==> config.mk <==
export PLATFORM = sky130hd
export DESIGN_NAME = time_of_day_literal_parser
export DESIGN_NICKNAME = d
export VERILOG_FILES = /design/src/sv/tod_pkg.sv /design/src/sv/tod_front.sv /design/src/sv/tod_queue.sv /design/src/sv/tod_back.sv /design/src/sv/time_of_day_literal_parser.sv
export SDC_FILE = /design/constraint.sdc
export NUM_CORES = 2
export LEC_CHECK = 0
export BUFFER_PORTS_ARGS = -buffer_cell sky130_fd_sc_hd__buf_2
export CAP_MARGIN = 0
export CORE_MARGIN = 2
export CORE_UTILIZATION = 40
export DETAILED_ROUTE_END_ITERATION = 10
export HOLD_SLACK_MARGIN = 0.1
export PLACE_DENSITY = 0.61
export SLEW_MARGIN = 20
export SYNTH_ARGS = -nofsm -noshare
export SYNTH_HDL_FRONTEND = slang
export SYNTH_SLANG_ARGS = --single-unit
==> constraint.sdc <==
create_clock -name clk_i -period 8 [get_ports clk_i]
set_input_delay 0.8 -clock clk_i [delete_from_list [all_inputs] [get_ports clk_i]]
set_output_delay 0.8 -clock clk_i [all_outputs]
set_load 0.005 [all_outputs]
==> src/sv/tod_pkg.sv <==
`timescale 1ns / 1ps
`default_nettype none

package tod_pkg;

  localparam int FIELD_W   = 17;
  localparam int MS_W      = 10;
  localparam int CONS_W    = 8;
  localparam int NS_W      = 59;
  localparam int CHAR_W    = 8;

  localparam logic [FIELD_W-1:0] FIELD_MAX = FIELD_W'(99999);

  localparam int SEC_PER_HOUR = 3600;
  localparam int SEC_PER_MIN  = 60;
  localparam int MS_PER_SEC   = 1000;
  // 1e6 ns per ms, applied as two steps of 1000
  localparam int NS_STEP      = 1000;

  localparam int DEF_MAX_CHARS = 255;

  typedef struct packed {
    logic               err;
    logic [FIELD_W-1:0] hours;
    logic [FIELD_W-1:0] minutes;
    logic [FIELD_W-1:0] seconds;
    logic [MS_W-1:0]    millis;
    logic [CONS_W-1:0]  consumed;
  } job_t;

endpackage

`default_nettype wire

==> src/sv/tod_front.sv <==
`timescale 1ns / 1ps
`default_nettype none

module tod_front
  import tod_pkg::*;
#(
  parameter int MAX_CHARS = DEF_MAX_CHARS
) (
  input  wire logic              clk_i,
  input  wire logic              rst_ni,
  input  wire logic              char_valid_i,
  input  wire logic [CHAR_W-1:0] char_i,
  output logic                   job_push_o,
  output job_t                   job_o
);

  localparam int CW = $clog2(MAX_CHARS + 1);
  localparam int EW = (CW > CONS_W) ? CW : CONS_W;

  localparam logic [CHAR_W-1:0] CH_NUL   = 8'h00;
  localparam logic [CHAR_W-1:0] CH_HASH  = "#";
  localparam logic [CHAR_W-1:0] CH_COLON = ":";
  localparam logic [CHAR_W-1:0] CH_DOT   = ".";
  localparam logic [CHAR_W-1:0] CH_ZERO  = "0";
  localparam logic [CHAR_W-1:0] CH_NINE  = "9";
  localparam logic [CHAR_W-1:0] CH_A_UP  = "A";
  localparam logic [CHAR_W-1:0] CH_Z_UP  = "Z";
  localparam logic [CHAR_W-1:0] CH_T_LO  = "t";
  localparam logic [CHAR_W-1:0] CH_O_LO  = "o";
  localparam logic [CHAR_W-1:0] CH_D_LO  = "d";
  localparam logic [CHAR_W-1:0] CASE_OFS = 8'd32;

  localparam logic [2:0] CAND_TOD   = 3'b001;
  localparam logic [2:0] CAND_LOWER = 3'b010;
  localparam logic [2:0] CAND_UPPER = 3'b100;
  localparam logic [2:0] CAND_ALL   = 3'b111;

  localparam logic [3:0] POS_TOD_END  = 4'd3;
  localparam logic [3:0] POS_WORD_END = 4'd11;

  typedef enum logic [2:0] {
    PH_START,
    PH_PREFIX,
    PH_BODY,
    PH_HOURS,
    PH_MINUTES,
    PH_SECONDS,
    PH_FRACTION,
    PH_SKIP
  } phase_e;

  // letter of the long prefix word at a position, in either case
  function automatic logic [CHAR_W-1:0] word_char(input logic upper, input logic [3:0] idx);
    logic [CHAR_W-1:0] ch;
    begin
      case (idx)
        4'd0:    ch = "t";
        4'd1:    ch = "i";
        4'd2:    ch = "m";
        4'd3:    ch = "e";
        4'd4:    ch = "_";
        4'd5:    ch = "o";
        4'd6:    ch = "f";
        4'd7:    ch = "_";
        4'd8:    ch = "d";
        4'd9:    ch = "a";
        4'd10:   ch = "y";
        default: ch = CH_NUL;
      endcase
      if (upper && ch != "_" && ch != CH_NUL) begin
        ch = ch - CASE_OFS;
      end
      return ch;
    end
  endfunction

  function automatic logic [FIELD_W-1:0] accumulate(input logic [FIELD_W-1:0] v,
                                                    input logic [3:0] d);
    logic [FIELD_W+2:0] t;
    begin
      t = (FIELD_W+3)'(v) * (FIELD_W+3)'(10) + (FIELD_W+3)'(d);
      return (t > (FIELD_W+3)'(FIELD_MAX)) ? FIELD_MAX : t[FIELD_W-1:0];
    end
  endfunction

  phase_e             phase_q, phase_d;
  logic [3:0]         pos_q, pos_d;
  logic [2:0]         cand_q, cand_d;
  logic [FIELD_W-1:0] hour_q, hour_d, min_q, min_d, sec_q, sec_d;
  logic [MS_W-1:0]    ms_q, ms_d;
  logic [1:0]         fd_q, fd_d;
  logic [CW-1:0]      cnt_q, cnt_d;

  logic               starting;
  logic [FIELD_W-1:0] eh, em, es;
  logic [MS_W-1:0]    ems;
  logic [1:0]         efd;
  logic [CW-1:0]      ecnt, cnt_inc;
  logic [EW-1:0]      cnt_ext;
  logic [CHAR_W-1:0]  lc;
  logic               is_digit;
  logic [3:0]         dval;
  logic               emit, err, do_hours, done;
  logic [2:0]         keep;
  logic [MS_W-1:0]    ms_pad;

  always_comb begin
    starting = (phase_q == PH_START);
    eh   = starting ? '0 : hour_q;
    em   = starting ? '0 : min_q;
    es   = starting ? '0 : sec_q;
    ems  = starting ? '0 : ms_q;
    efd  = starting ? '0 : fd_q;
    ecnt = starting ? '0 : cnt_q;

    lc       = (char_i inside {[CH_A_UP:CH_Z_UP]}) ? char_i + CASE_OFS : char_i;
    is_digit = (char_i inside {[CH_ZERO:CH_NINE]});
    dval     = 4'(char_i - CH_ZERO);
    cnt_inc  = (ecnt < CW'(MAX_CHARS)) ? CW'(ecnt + 1'b1) : ecnt;

    phase_d = phase_q;
    pos_d   = starting ? '0 : pos_q;
    cand_d  = starting ? CAND_ALL : cand_q;
    hour_d  = eh;
    min_d   = em;
    sec_d   = es;
    ms_d    = ems;
    fd_d    = efd;
    cnt_d   = ecnt;

    emit     = 1'b0;
    err      = 1'b0;
    do_hours = 1'b0;
    done     = 1'b0;
    keep     = '0;

    case (phase_q)
      PH_START, PH_BODY: begin
        if (starting && lc == CH_T_LO) begin
          cand_d  = CAND_TOD | ((char_i == CH_T_LO) ? CAND_LOWER : CAND_UPPER);
          pos_d   = 4'd1;
          cnt_d   = cnt_inc;
          phase_d = PH_PREFIX;
        end else if (char_i == CH_NUL) begin
          emit = 1'b1;
          err  = 1'b1;
        end else begin
          phase_d  = PH_HOURS;
          do_hours = 1'b1;
        end
      end
      PH_PREFIX: begin
        if ((cand_q & CAND_TOD) != '0) begin
          if (pos_q == POS_TOD_END && char_i == CH_HASH) begin
            done = 1'b1;
          end
          if ((pos_q == 4'd1 && lc == CH_O_LO) || (pos_q == 4'd2 && lc == CH_D_LO)) begin
            keep = keep | CAND_TOD;
          end
        end
        if ((cand_q & (CAND_LOWER | CAND_UPPER)) != '0 && pos_q inside {[4'd1:POS_WORD_END]}) begin
          if (pos_q == POS_WORD_END) begin
            if (char_i == CH_HASH) begin
              done = 1'b1;
            end
          end else begin
            if ((cand_q & CAND_LOWER) != '0 && char_i == word_char(1'b0, pos_q)) begin
              keep = keep | CAND_LOWER;
            end
            if ((cand_q & CAND_UPPER) != '0 && char_i == word_char(1'b1, pos_q)) begin
              keep = keep | CAND_UPPER;
            end
          end
        end
        if (done) begin
          cnt_d   = cnt_inc;
          phase_d = PH_BODY;
        end else if (keep == '0) begin
          emit = 1'b1;
          err  = 1'b1;
        end else begin
          cand_d = keep;
          pos_d  = pos_q + 4'd1;
          cnt_d  = cnt_inc;
        end
      end
      PH_HOURS: begin
        do_hours = 1'b1;
      end
      PH_MINUTES: begin
        if (is_digit) begin
          min_d = accumulate(em, dval);
          cnt_d = cnt_inc;
        end else if (char_i == CH_COLON) begin
          cnt_d   = cnt_inc;
          phase_d = PH_SECONDS;
        end else begin
          emit = 1'b1;
        end
      end
      PH_SECONDS: begin
        if (is_digit) begin
          sec_d = accumulate(es, dval);
          cnt_d = cnt_inc;
        end else if (char_i == CH_DOT) begin
          cnt_d   = cnt_inc;
          phase_d = PH_FRACTION;
        end else begin
          emit = 1'b1;
        end
      end
      PH_FRACTION: begin
        if (is_digit) begin
          if (efd != 2'd3) begin
            ms_d = MS_W'(ems * MS_W'(10) + MS_W'(dval));
            fd_d = efd + 2'd1;
          end
          cnt_d = cnt_inc;
        end else begin
          emit = 1'b1;
        end
      end
      PH_SKIP: begin
        if (char_i == CH_NUL) begin
          phase_d = PH_START;
        end
      end
      default: begin
        phase_d = PH_START;
      end
    endcase

    if (do_hours) begin
      if (is_digit) begin
        hour_d = accumulate(eh, dval);
        cnt_d  = cnt_inc;
      end else if (char_i == CH_COLON) begin
        cnt_d   = cnt_inc;
        phase_d = PH_MINUTES;
      end else begin
        emit = 1'b1;
        err  = (char_i != CH_NUL);
      end
    end

    if (emit) begin
      phase_d = (char_i == CH_NUL) ? PH_START : PH_SKIP;
    end

    // pad the fraction out to milliseconds
    case (efd)
      2'd1:    ms_pad = MS_W'(ems * MS_W'(100));
      2'd2:    ms_pad = MS_W'(ems * MS_W'(10));
      2'd3:    ms_pad = ems;
      default: ms_pad = '0;
    endcase

    cnt_ext = EW'(ecnt);

    job_push_o     = char_valid_i && emit;
    job_o.err      = err;
    job_o.hours    = eh;
    job_o.minutes  = em;
    job_o.seconds  = es;
    job_o.millis   = ms_pad;
    job_o.consumed = (cnt_ext > EW'(8'hFF)) ? 8'hFF : cnt_ext[CONS_W-1:0];
  end

  always_ff @(posedge clk_i or negedge rst_ni) begin
    if (!rst_ni) begin
      phase_q <= PH_START;
      pos_q   <= '0;
      cand_q  <= CAND_ALL;
      hour_q  <= '0;
      min_q   <= '0;
      sec_q   <= '0;
      ms_q    <= '0;
      fd_q    <= '0;
      cnt_q   <= '0;
    end else if (char_valid_i) begin
      phase_q <= phase_d;
      pos_q   <= pos_d;
      cand_q  <= cand_d;
      hour_q  <= hour_d;
      min_q   <= min_d;
      sec_q   <= sec_d;
      ms_q    <= ms_d;
      fd_q    <= fd_d;
      cnt_q   <= cnt_d;
    end
  end

endmodule

`default_nettype wire

==> src/sv/tod_queue.sv <==
`timescale 1ns / 1ps
`default_nettype none

module tod_queue
  import tod_pkg::*;
(
  input  wire logic clk_i,
  input  wire logic rst_ni,
  input  wire logic push_i,
  input  job_t      data_i,
  output logic      full_o,
  input  wire logic pop_i,
  output job_t      data_o,
  output logic      empty_o
);

  job_t       slot_q [2];
  logic       wr_q, rd_q;
  logic [1:0] cnt_q;

  assign full_o  = (cnt_q == 2'd2);
  assign empty_o = (cnt_q == 2'd0);
  assign data_o  = slot_q[rd_q];

  always_ff @(posedge clk_i) begin
    if (push_i) begin
      slot_q[wr_q] <= data_i;
    end
  end

  always_ff @(posedge clk_i or negedge rst_ni) begin
    if (!rst_ni) begin
      wr_q  <= 1'b0;
      rd_q  <= 1'b0;
      cnt_q <= '0;
    end else begin
      if (push_i) begin
        wr_q <= ~wr_q;
      end
      if (pop_i) begin
        rd_q <= ~rd_q;
      end
      if (push_i && !pop_i) begin
        cnt_q <= cnt_q + 2'd1;
      end else if (pop_i && !push_i) begin
        cnt_q <= cnt_q - 2'd1;
      end
    end
  end

endmodule

`default_nettype wire

==> src/sv/tod_back.sv <==
`timescale 1ns / 1ps
`default_nettype none

module tod_back
  import tod_pkg::*;
(
  input  wire logic              clk_i,
  input  wire logic              rst_ni,
  input  wire logic              job_valid_i,
  input  job_t                   job_i,
  output logic                   job_pop_o,
  output logic                   empty_o,
  input  wire logic              pop_i,
  output logic                   status_o,
  output logic [NS_W-1:0]        time_ns_o,
  output logic [CONS_W-1:0]      consumed_o
);

  localparam int SEC_W  = 29;  // h*3600 + m*60 + s
  localparam int PART_W = 24;  // m*60 + s
  localparam int MS_ACC = 39;  // total milliseconds
  localparam int US_ACC = 49;  // total microseconds

  typedef enum logic [2:0] {
    S_IDLE,
    S_HM,
    S_SUM,
    S_MS,
    S_US,
    S_NS,
    S_OUT
  } state_e;

  state_e            state_q;
  job_t              job_q;
  logic [NS_W-1:0]   acc_q;
  logic [PART_W-1:0] part_q;
  logic              out_valid_q;

  assign job_pop_o = (state_q == S_IDLE) && job_valid_i;
  assign empty_o   = !out_valid_q;

  always_ff @(posedge clk_i or negedge rst_ni) begin
    if (!rst_ni) begin
      state_q     <= S_IDLE;
      job_q       <= '0;
      acc_q       <= '0;
      part_q      <= '0;
      out_valid_q <= 1'b0;
      status_o    <= 1'b0;
      time_ns_o   <= '0;
      consumed_o  <= '0;
    end else begin
      // in S_OUT the slot is refilled or kept below
      if (pop_i && out_valid_q && state_q != S_OUT) begin
        out_valid_q <= 1'b0;
      end
      case (state_q)
        S_IDLE: begin
          if (job_valid_i) begin
            job_q   <= job_i;
            state_q <= S_HM;
          end
        end
        S_HM: begin
          acc_q   <= NS_W'(SEC_W'(job_q.hours) * SEC_W'(SEC_PER_HOUR));
          part_q  <= PART_W'(PART_W'(job_q.minutes) * PART_W'(SEC_PER_MIN)
                             + PART_W'(job_q.seconds));
          state_q <= S_SUM;
        end
        S_SUM: begin
          acc_q   <= NS_W'(acc_q[SEC_W-1:0] + SEC_W'(part_q));
          state_q <= S_MS;
        end
        S_MS: begin
          acc_q   <= NS_W'(MS_ACC'(acc_q[SEC_W-1:0]) * MS_ACC'(MS_PER_SEC)
                           + MS_ACC'(job_q.millis));
          state_q <= S_US;
        end
        S_US: begin
          acc_q   <= NS_W'(US_ACC'(acc_q[MS_ACC-1:0]) * US_ACC'(NS_STEP));
          state_q <= S_NS;
        end
        S_NS: begin
          acc_q   <= NS_W'(acc_q[US_ACC-1:0]) * NS_W'(NS_STEP);
          state_q <= S_OUT;
        end
        S_OUT: begin
          // wait for the result slot to free up
          if (!out_valid_q || pop_i) begin
            out_valid_q <= 1'b1;
            status_o    <= job_q.err;
            time_ns_o   <= job_q.err ? '0 : acc_q;
            consumed_o  <= job_q.err ? '0 : job_q.consumed;
            state_q     <= S_IDLE;
          end
        end
        default: begin
          state_q <= S_IDLE;
        end
      endcase
    end
  end

endmodule

`default_nettype wire

==> src/sv/time_of_day_literal_parser.sv <==
// Channel  | Handshake     | Beat contents
// ---------+---------------+-------------------------------------
// input    | push / full   | char_code_i
// result   | empty / pop   | status_o, time_ns_o, consumed_o
//
// One character per cycle while full is low; the parser front takes each beat in a
// single cycle. A finished literal goes into a two-entry queue, and the converter
// behind it takes each result through load, five constant-multiply and add steps
// and hand-off. full rises only when both queue entries are taken. Reset is
// asynchronous; after it the parser waits for the start of a literal.
`timescale 1ns / 1ps
`default_nettype none

module time_of_day_literal_parser
  import tod_pkg::*;
#(
  parameter int MAX_CHARS = DEF_MAX_CHARS
) (
  input  wire logic              clk_i,
  input  wire logic              rst_ni,
  input  wire logic              push,
  output logic                   full,
  input  wire logic [CHAR_W-1:0] char_code_i,
  output logic                   empty,
  input  wire logic              pop,
  output logic                   status_o,
  output logic [NS_W-1:0]        time_ns_o,
  output logic [CONS_W-1:0]      consumed_o
);

  logic accept;
  logic job_push;
  job_t job_in;
  logic q_full;
  logic q_empty;
  job_t job_out;
  logic job_pop;

  assign full   = q_full;
  assign accept = push && !q_full;

  tod_front #(
    .MAX_CHARS(MAX_CHARS)
  ) u_front (
    .clk_i       (clk_i),
    .rst_ni      (rst_ni),
    .char_valid_i(accept),
    .char_i      (char_code_i),
    .job_push_o  (job_push),
    .job_o       (job_in)
  );

  tod_queue u_queue (
    .clk_i  (clk_i),
    .rst_ni (rst_ni),
    .push_i (job_push),
    .data_i (job_in),
    .full_o (q_full),
    .pop_i  (job_pop),
    .data_o (job_out),
    .empty_o(q_empty)
  );

  tod_back u_back (
    .clk_i      (clk_i),
    .rst_ni     (rst_ni),
    .job_valid_i(!q_empty),
    .job_i      (job_out),
    .job_pop_o  (job_pop),
    .empty_o    (empty),
    .pop_i      (pop),
    .status_o   (status_o),
    .time_ns_o  (time_ns_o),
    .consumed_o (consumed_o)
  );

endmodule

`default_nettype wire
==> metrics.log <==
[metrics] net count after synthesis: 4800
[metrics] placed inst area: ~41000 µm²
[metrics] maximum clock frequency: 0.152 GHz
[metrics] total global routing track utilization: 19.9%
[metrics] Layout Skew: 0.0489 ns
[metrics] area of the multi-input gates: 26200 µm²
[metrics] Yosys top cell area share: between 10% and 20%
[metrics] number of placed I/O pins: between 80 and 90
[metrics] Tmin final: 6.59 ns
[metrics] Placer Congestion: between 0.9 and 1
[metrics] Post-Syn Area: 39700 µm²
[metrics] mean post-synth cell area: around 9.7 µm²
[metrics] Setup crit end kind: flop
[metrics] post-detailed-placement half-perimeter wirelength: ~76000 µm
[metrics] Layout Area Growth over Synthesis: 9.42%
[metrics] number of distinct standard cells referenced by the synthesized netlist: between 90 and 100
[metrics] H-tree lvl count: 2
[metrics] CP Max Fanout: 10
[metrics] number of maximum-capacitance constraint violations: 0
[metrics] post-route cell area: 43400 µm²
[metrics] transition time at the pin with the least slew margin: approximately 1.1 ns
[metrics] largest cells by area after synthesis: sky130_fd_sc_hd__dfrtp_1 (19%), sky130_fd_sc_hd__ha_1 (13%), sky130_fd_sc_hd__fa_1 (13%)
[metrics] Resize count post-CTS: 0
[metrics] Synth Instances: 4101
[metrics] sequential fraction of the synthesis area: between 30% and 40%
[metrics] clock network latency to the later pin of the worst-skew pair: 0.64 ns
[metrics] Longest Clk Path Bufs: 3
[metrics] worst hold-check path type: primary input to async pin
[metrics] origin of the critical flop-to-flop path: u_back.acc_q[7]
[metrics] count of nets after finishing: between 4000 and 5000
[metrics] number of global-route vias before repair: approximately 30000
[metrics] buffers inserted by post-CTS timing repair: 0
[metrics] setup repair after global routing missed its margin: no
[metrics] sequential standard cell area: roughly 12000 µm²
[metrics] Hold Fails Final Rpt: 0
[metrics] critical path type: flop to flop
[metrics] Post-synth EDFFs: 140
[metrics] layout cell share with drive strength beyond 1: between 6 and 7%
[metrics] register clock-pin slew on the reported worst setup and hold paths: about 0.060 ns
[metrics] count of pins over their slew limit: 0
[metrics] FILL cells: between 9000 and 10000
[metrics] TritonRoute pass-1 iters: 8
[metrics] Die Height: 319 µm
[metrics] detail-routed via count per cell: approximately 5.5
[metrics] CTS sink cnt: 450
[metrics] largest area contributor in the synthesized netlist: sky130_fd_sc_hd__dfrtp_1
[metrics] synthesis warning total: 0
[metrics] full die area: around 100000 µm²
[metrics] number of flip-flops and latches in the synthesized netlist: 450
[metrics] initial antenna violation count: 1
[metrics] total of buffers placed on input and output ports: 81
[metrics] maximum number of pins on one net before global-route repair: roughly 160
[metrics] number of DRC violations after detailed-routing iteration 0: about 2000
[metrics] count of antenna diodes in the layout: 0
[metrics] wire length per cell after detailed routing: about 18 µm
[metrics] first-pass GRT wire length: 166000 µm
[metrics] Root Buffer Master: sky130_fd_sc_hd__clkbuf_16
[metrics] initial standard-cell utilization of the core: between 40 and 50%
[metrics] fin crit share: between 80% and 90%
[metrics] post-cts hold buffer count: 0
[metrics] worst reg2reg path endpoint: u_back.acc_q[37]
[metrics] # setup viols final: 0
[metrics] antenna violation net count after detailed routing: 0
[metrics] crit start category: flop
[metrics] clock tree from TritonCTS: built
[metrics] routed via count: ~30000
[metrics] commonest register cell after synthesis: sky130_fd_sc_hd__dfrtp_1
[metrics] run status: complete, no violations
[metrics] asr flop ratio synth: 68.9%
[metrics] worst-case reg-to-reg path depth: 18
[metrics] Inserted Clock Buffers: 54
[metrics] Remaining DRCs: 0
[metrics] R2R setup slack: between 1 and 1.5 ns
[metrics] width of the die: around 320 µm
[metrics] core footprint: 98400 µm²
[metrics] setup_tns: 0 ns
[metrics] total routed wirelength: between 100000 and 150000 µm
[metrics] data required time of the critical path: roughly 8.6 ns
[metrics] standard-cell rows: 115
[metrics] endpoint arrival time on the critical path: approximately 7.2 ns
[metrics] max-slew headroom at the worst pin: 26.2%
[metrics] total global routing overflow: 0
-- worst max path at each step --
stage,start,to,slack (ns),cells past startpoint
after floorplan,char_code_i[3],u_queue.slot_q[0][0],1.83,10
after global placement,u_back.acc_q[7],u_back.acc_q[37],1.52,18
after detailed placement,u_back.acc_q[7],u_back.acc_q[37],1.39,18
after CTS,u_back.acc_q[7],u_back.acc_q[37],1.41,18
after global routing,u_back.acc_q[8],u_back.acc_q[37],1.01,18
final,u_back.acc_q[7],u_back.acc_q[37],1.41,18
-- sequential cells by signal, indices dropped and copies added, names as in the netlist, 2 cells and up --
name,flops
u_back.acc_q,59
u_back.state_q,3
u_front.pos_q,4
u_back.consumed_o,8
u_queue.slot_q,140
u_back.part_q,24
u_front.fd_q,2
u_front.ms_q,10
u_front.cand_q,3
u_front.phase_q,3
u_front.min_q,17
u_front.cnt_q,8
u_front.sec_q,17
u_queue.cnt_q,2
u_back.time_ns_o,59
u_front.hour_q,17
u_back.job_q,70
-- layout make-up --
class / instances / share of cell area, %
inverters: 285 / 2.46
flip-flops and latches: 450 / 27.6
clock buffers: 62 / 3.30
well taps: 1287 / 3.71
multi-input cells: 3223 / 60.2
clock inverters: 40 / 1.28
repair buffers: 107 / 1.44
-- synthesized netlist by cell type, types with 21 or more instances --
cell,instances
sky130_fd_sc_hd__nor2_1,241
sky130_fd_sc_hd__clkbuf_1,133
sky130_fd_sc_hd__and2_1,72
sky130_fd_sc_hd__xor2_1,82
sky130_fd_sc_hd__or3_1,26
sky130_fd_sc_hd__a21oi_1,226
sky130_fd_sc_hd__nand4_1,25
sky130_fd_sc_hd__nand3_1,64
sky130_fd_sc_hd__nor2b_1,25
sky130_fd_sc_hd__mux2i_1,85
sky130_fd_sc_hd__inv_1,285
sky130_fd_sc_hd__ha_1,425
sky130_fd_sc_hd__a22o_1,23
sky130_fd_sc_hd__a21o_1,80
sky130_fd_sc_hd__dfrtp_1,307
sky130_fd_sc_hd__o22ai_1,23
sky130_fd_sc_hd__a31oi_1,37
sky130_fd_sc_hd__a22oi_1,24
sky130_fd_sc_hd__nand2b_1,35
sky130_fd_sc_hd__edfxtp_1,140
sky130_fd_sc_hd__o21a_1,38
sky130_fd_sc_hd__nor3_1,69
sky130_fd_sc_hd__a211oi_1,40
sky130_fd_sc_hd__and3_1,22
sky130_fd_sc_hd__fa_1,262
sky130_fd_sc_hd__o31ai_1,46
sky130_fd_sc_hd__o21ai_0,276
sky130_fd_sc_hd__o211ai_1,26
sky130_fd_sc_hd__nand2_1,426
sky130_fd_sc_hd__xnor2_1,180
sky130_fd_sc_hd__nor4_1,21
sky130_fd_sc_hd__nand3b_1,47
-- cell usage in the layout (no fill, tap or decap), types with 82 or more instances in the layout --
cell / n
sky130_fd_sc_hd__a21oi_1: 225
sky130_fd_sc_hd__dfrtp_1: 305
sky130_fd_sc_hd__edfxtp_1: 140
sky130_fd_sc_hd__fa_1: 262
sky130_fd_sc_hd__ha_1: 425
sky130_fd_sc_hd__inv_1: 285
sky130_fd_sc_hd__mux2i_1: 85
sky130_fd_sc_hd__nand2_1: 426
sky130_fd_sc_hd__nor2_1: 240
sky130_fd_sc_hd__o21ai_0: 276
sky130_fd_sc_hd__xnor2_1: 180
sky130_fd_sc_hd__xor2_1: 82
-- through the flow --
stage | hold slack, ns | std cells | util [%] | worst slack (ns)
5_1_grt | 0.259 | 5454 | 44.1 | 1.01
4_1_cts | 0.217 | 5454 | 44.1 | 1.41
2_1_floorplan | 0.430 | 4101 | - | 1.83
3_3_place_gp | 0.442 | 5352 | 42.1 | 1.52
3_5_place_dp | 0.452 | 5352 | 42.1 | 1.39
6_report | 0.210 | 5454 | 44.1 | 1.41
-- kinds of logic after synthesis --
logic type / Yosys count / share of synthesized area (%)
AO/OA/AOI/OAI: 1035 / 17.0
XOR/XNOR: 262 / 5.78
adder cells (fa/ha/maj): 687 / 26.6
buffers and inverters: 428 / 4.06
flip-flops: 450 / 30.2
multiplexers: 99 / 2.54
AND/OR/NAND/NOR: 1140 / 13.9
-- worst max-delay path, stage by stage (launching register included) --
cell and delay [ns]:
sky130_fd_sc_hd__dfrtp_1 0.42, sky130_fd_sc_hd__inv_1 0.28, sky130_fd_sc_hd__fa_1 0.49, sky130_fd_sc_hd__fa_1 0.49
sky130_fd_sc_hd__fa_1 0.51, sky130_fd_sc_hd__inv_1 0.05, sky130_fd_sc_hd__fa_1 0.45, sky130_fd_sc_hd__ha_1 0.44
sky130_fd_sc_hd__a211oi_1 0.34, sky130_fd_sc_hd__o21bai_1 0.18, sky130_fd_sc_hd__or3_1 0.35, sky130_fd_sc_hd__o21ai_1 0.38
sky130_fd_sc_hd__o21ba_2 0.23, sky130_fd_sc_hd__xnor2_1 0.20, sky130_fd_sc_hd__o311ai_0 0.36, sky130_fd_sc_hd__or4_1 0.69
sky130_fd_sc_hd__or3b_1 0.42, sky130_fd_sc_hd__xor2_1 0.15, sky130_fd_sc_hd__o21ai_1 0.12
-- routing by layer --
| layer | track usage [%] | up-vias | wire length, µm |
|---|---|---|---|
| met3 | 2.44 | 128 | 4780 |
| met5 | 0 | - | 0 |
| li1 | - | 14700 | - |
| met1 | 29.0 | 14700 | 48400 |
| met4 | 4.82 | 0 | 2220 |
| met2 | 31.6 | 680 | 45400 |
Power is not shown: default switching activity piles up to over one toggle a cycle in this logic, so the estimate is an artifact.
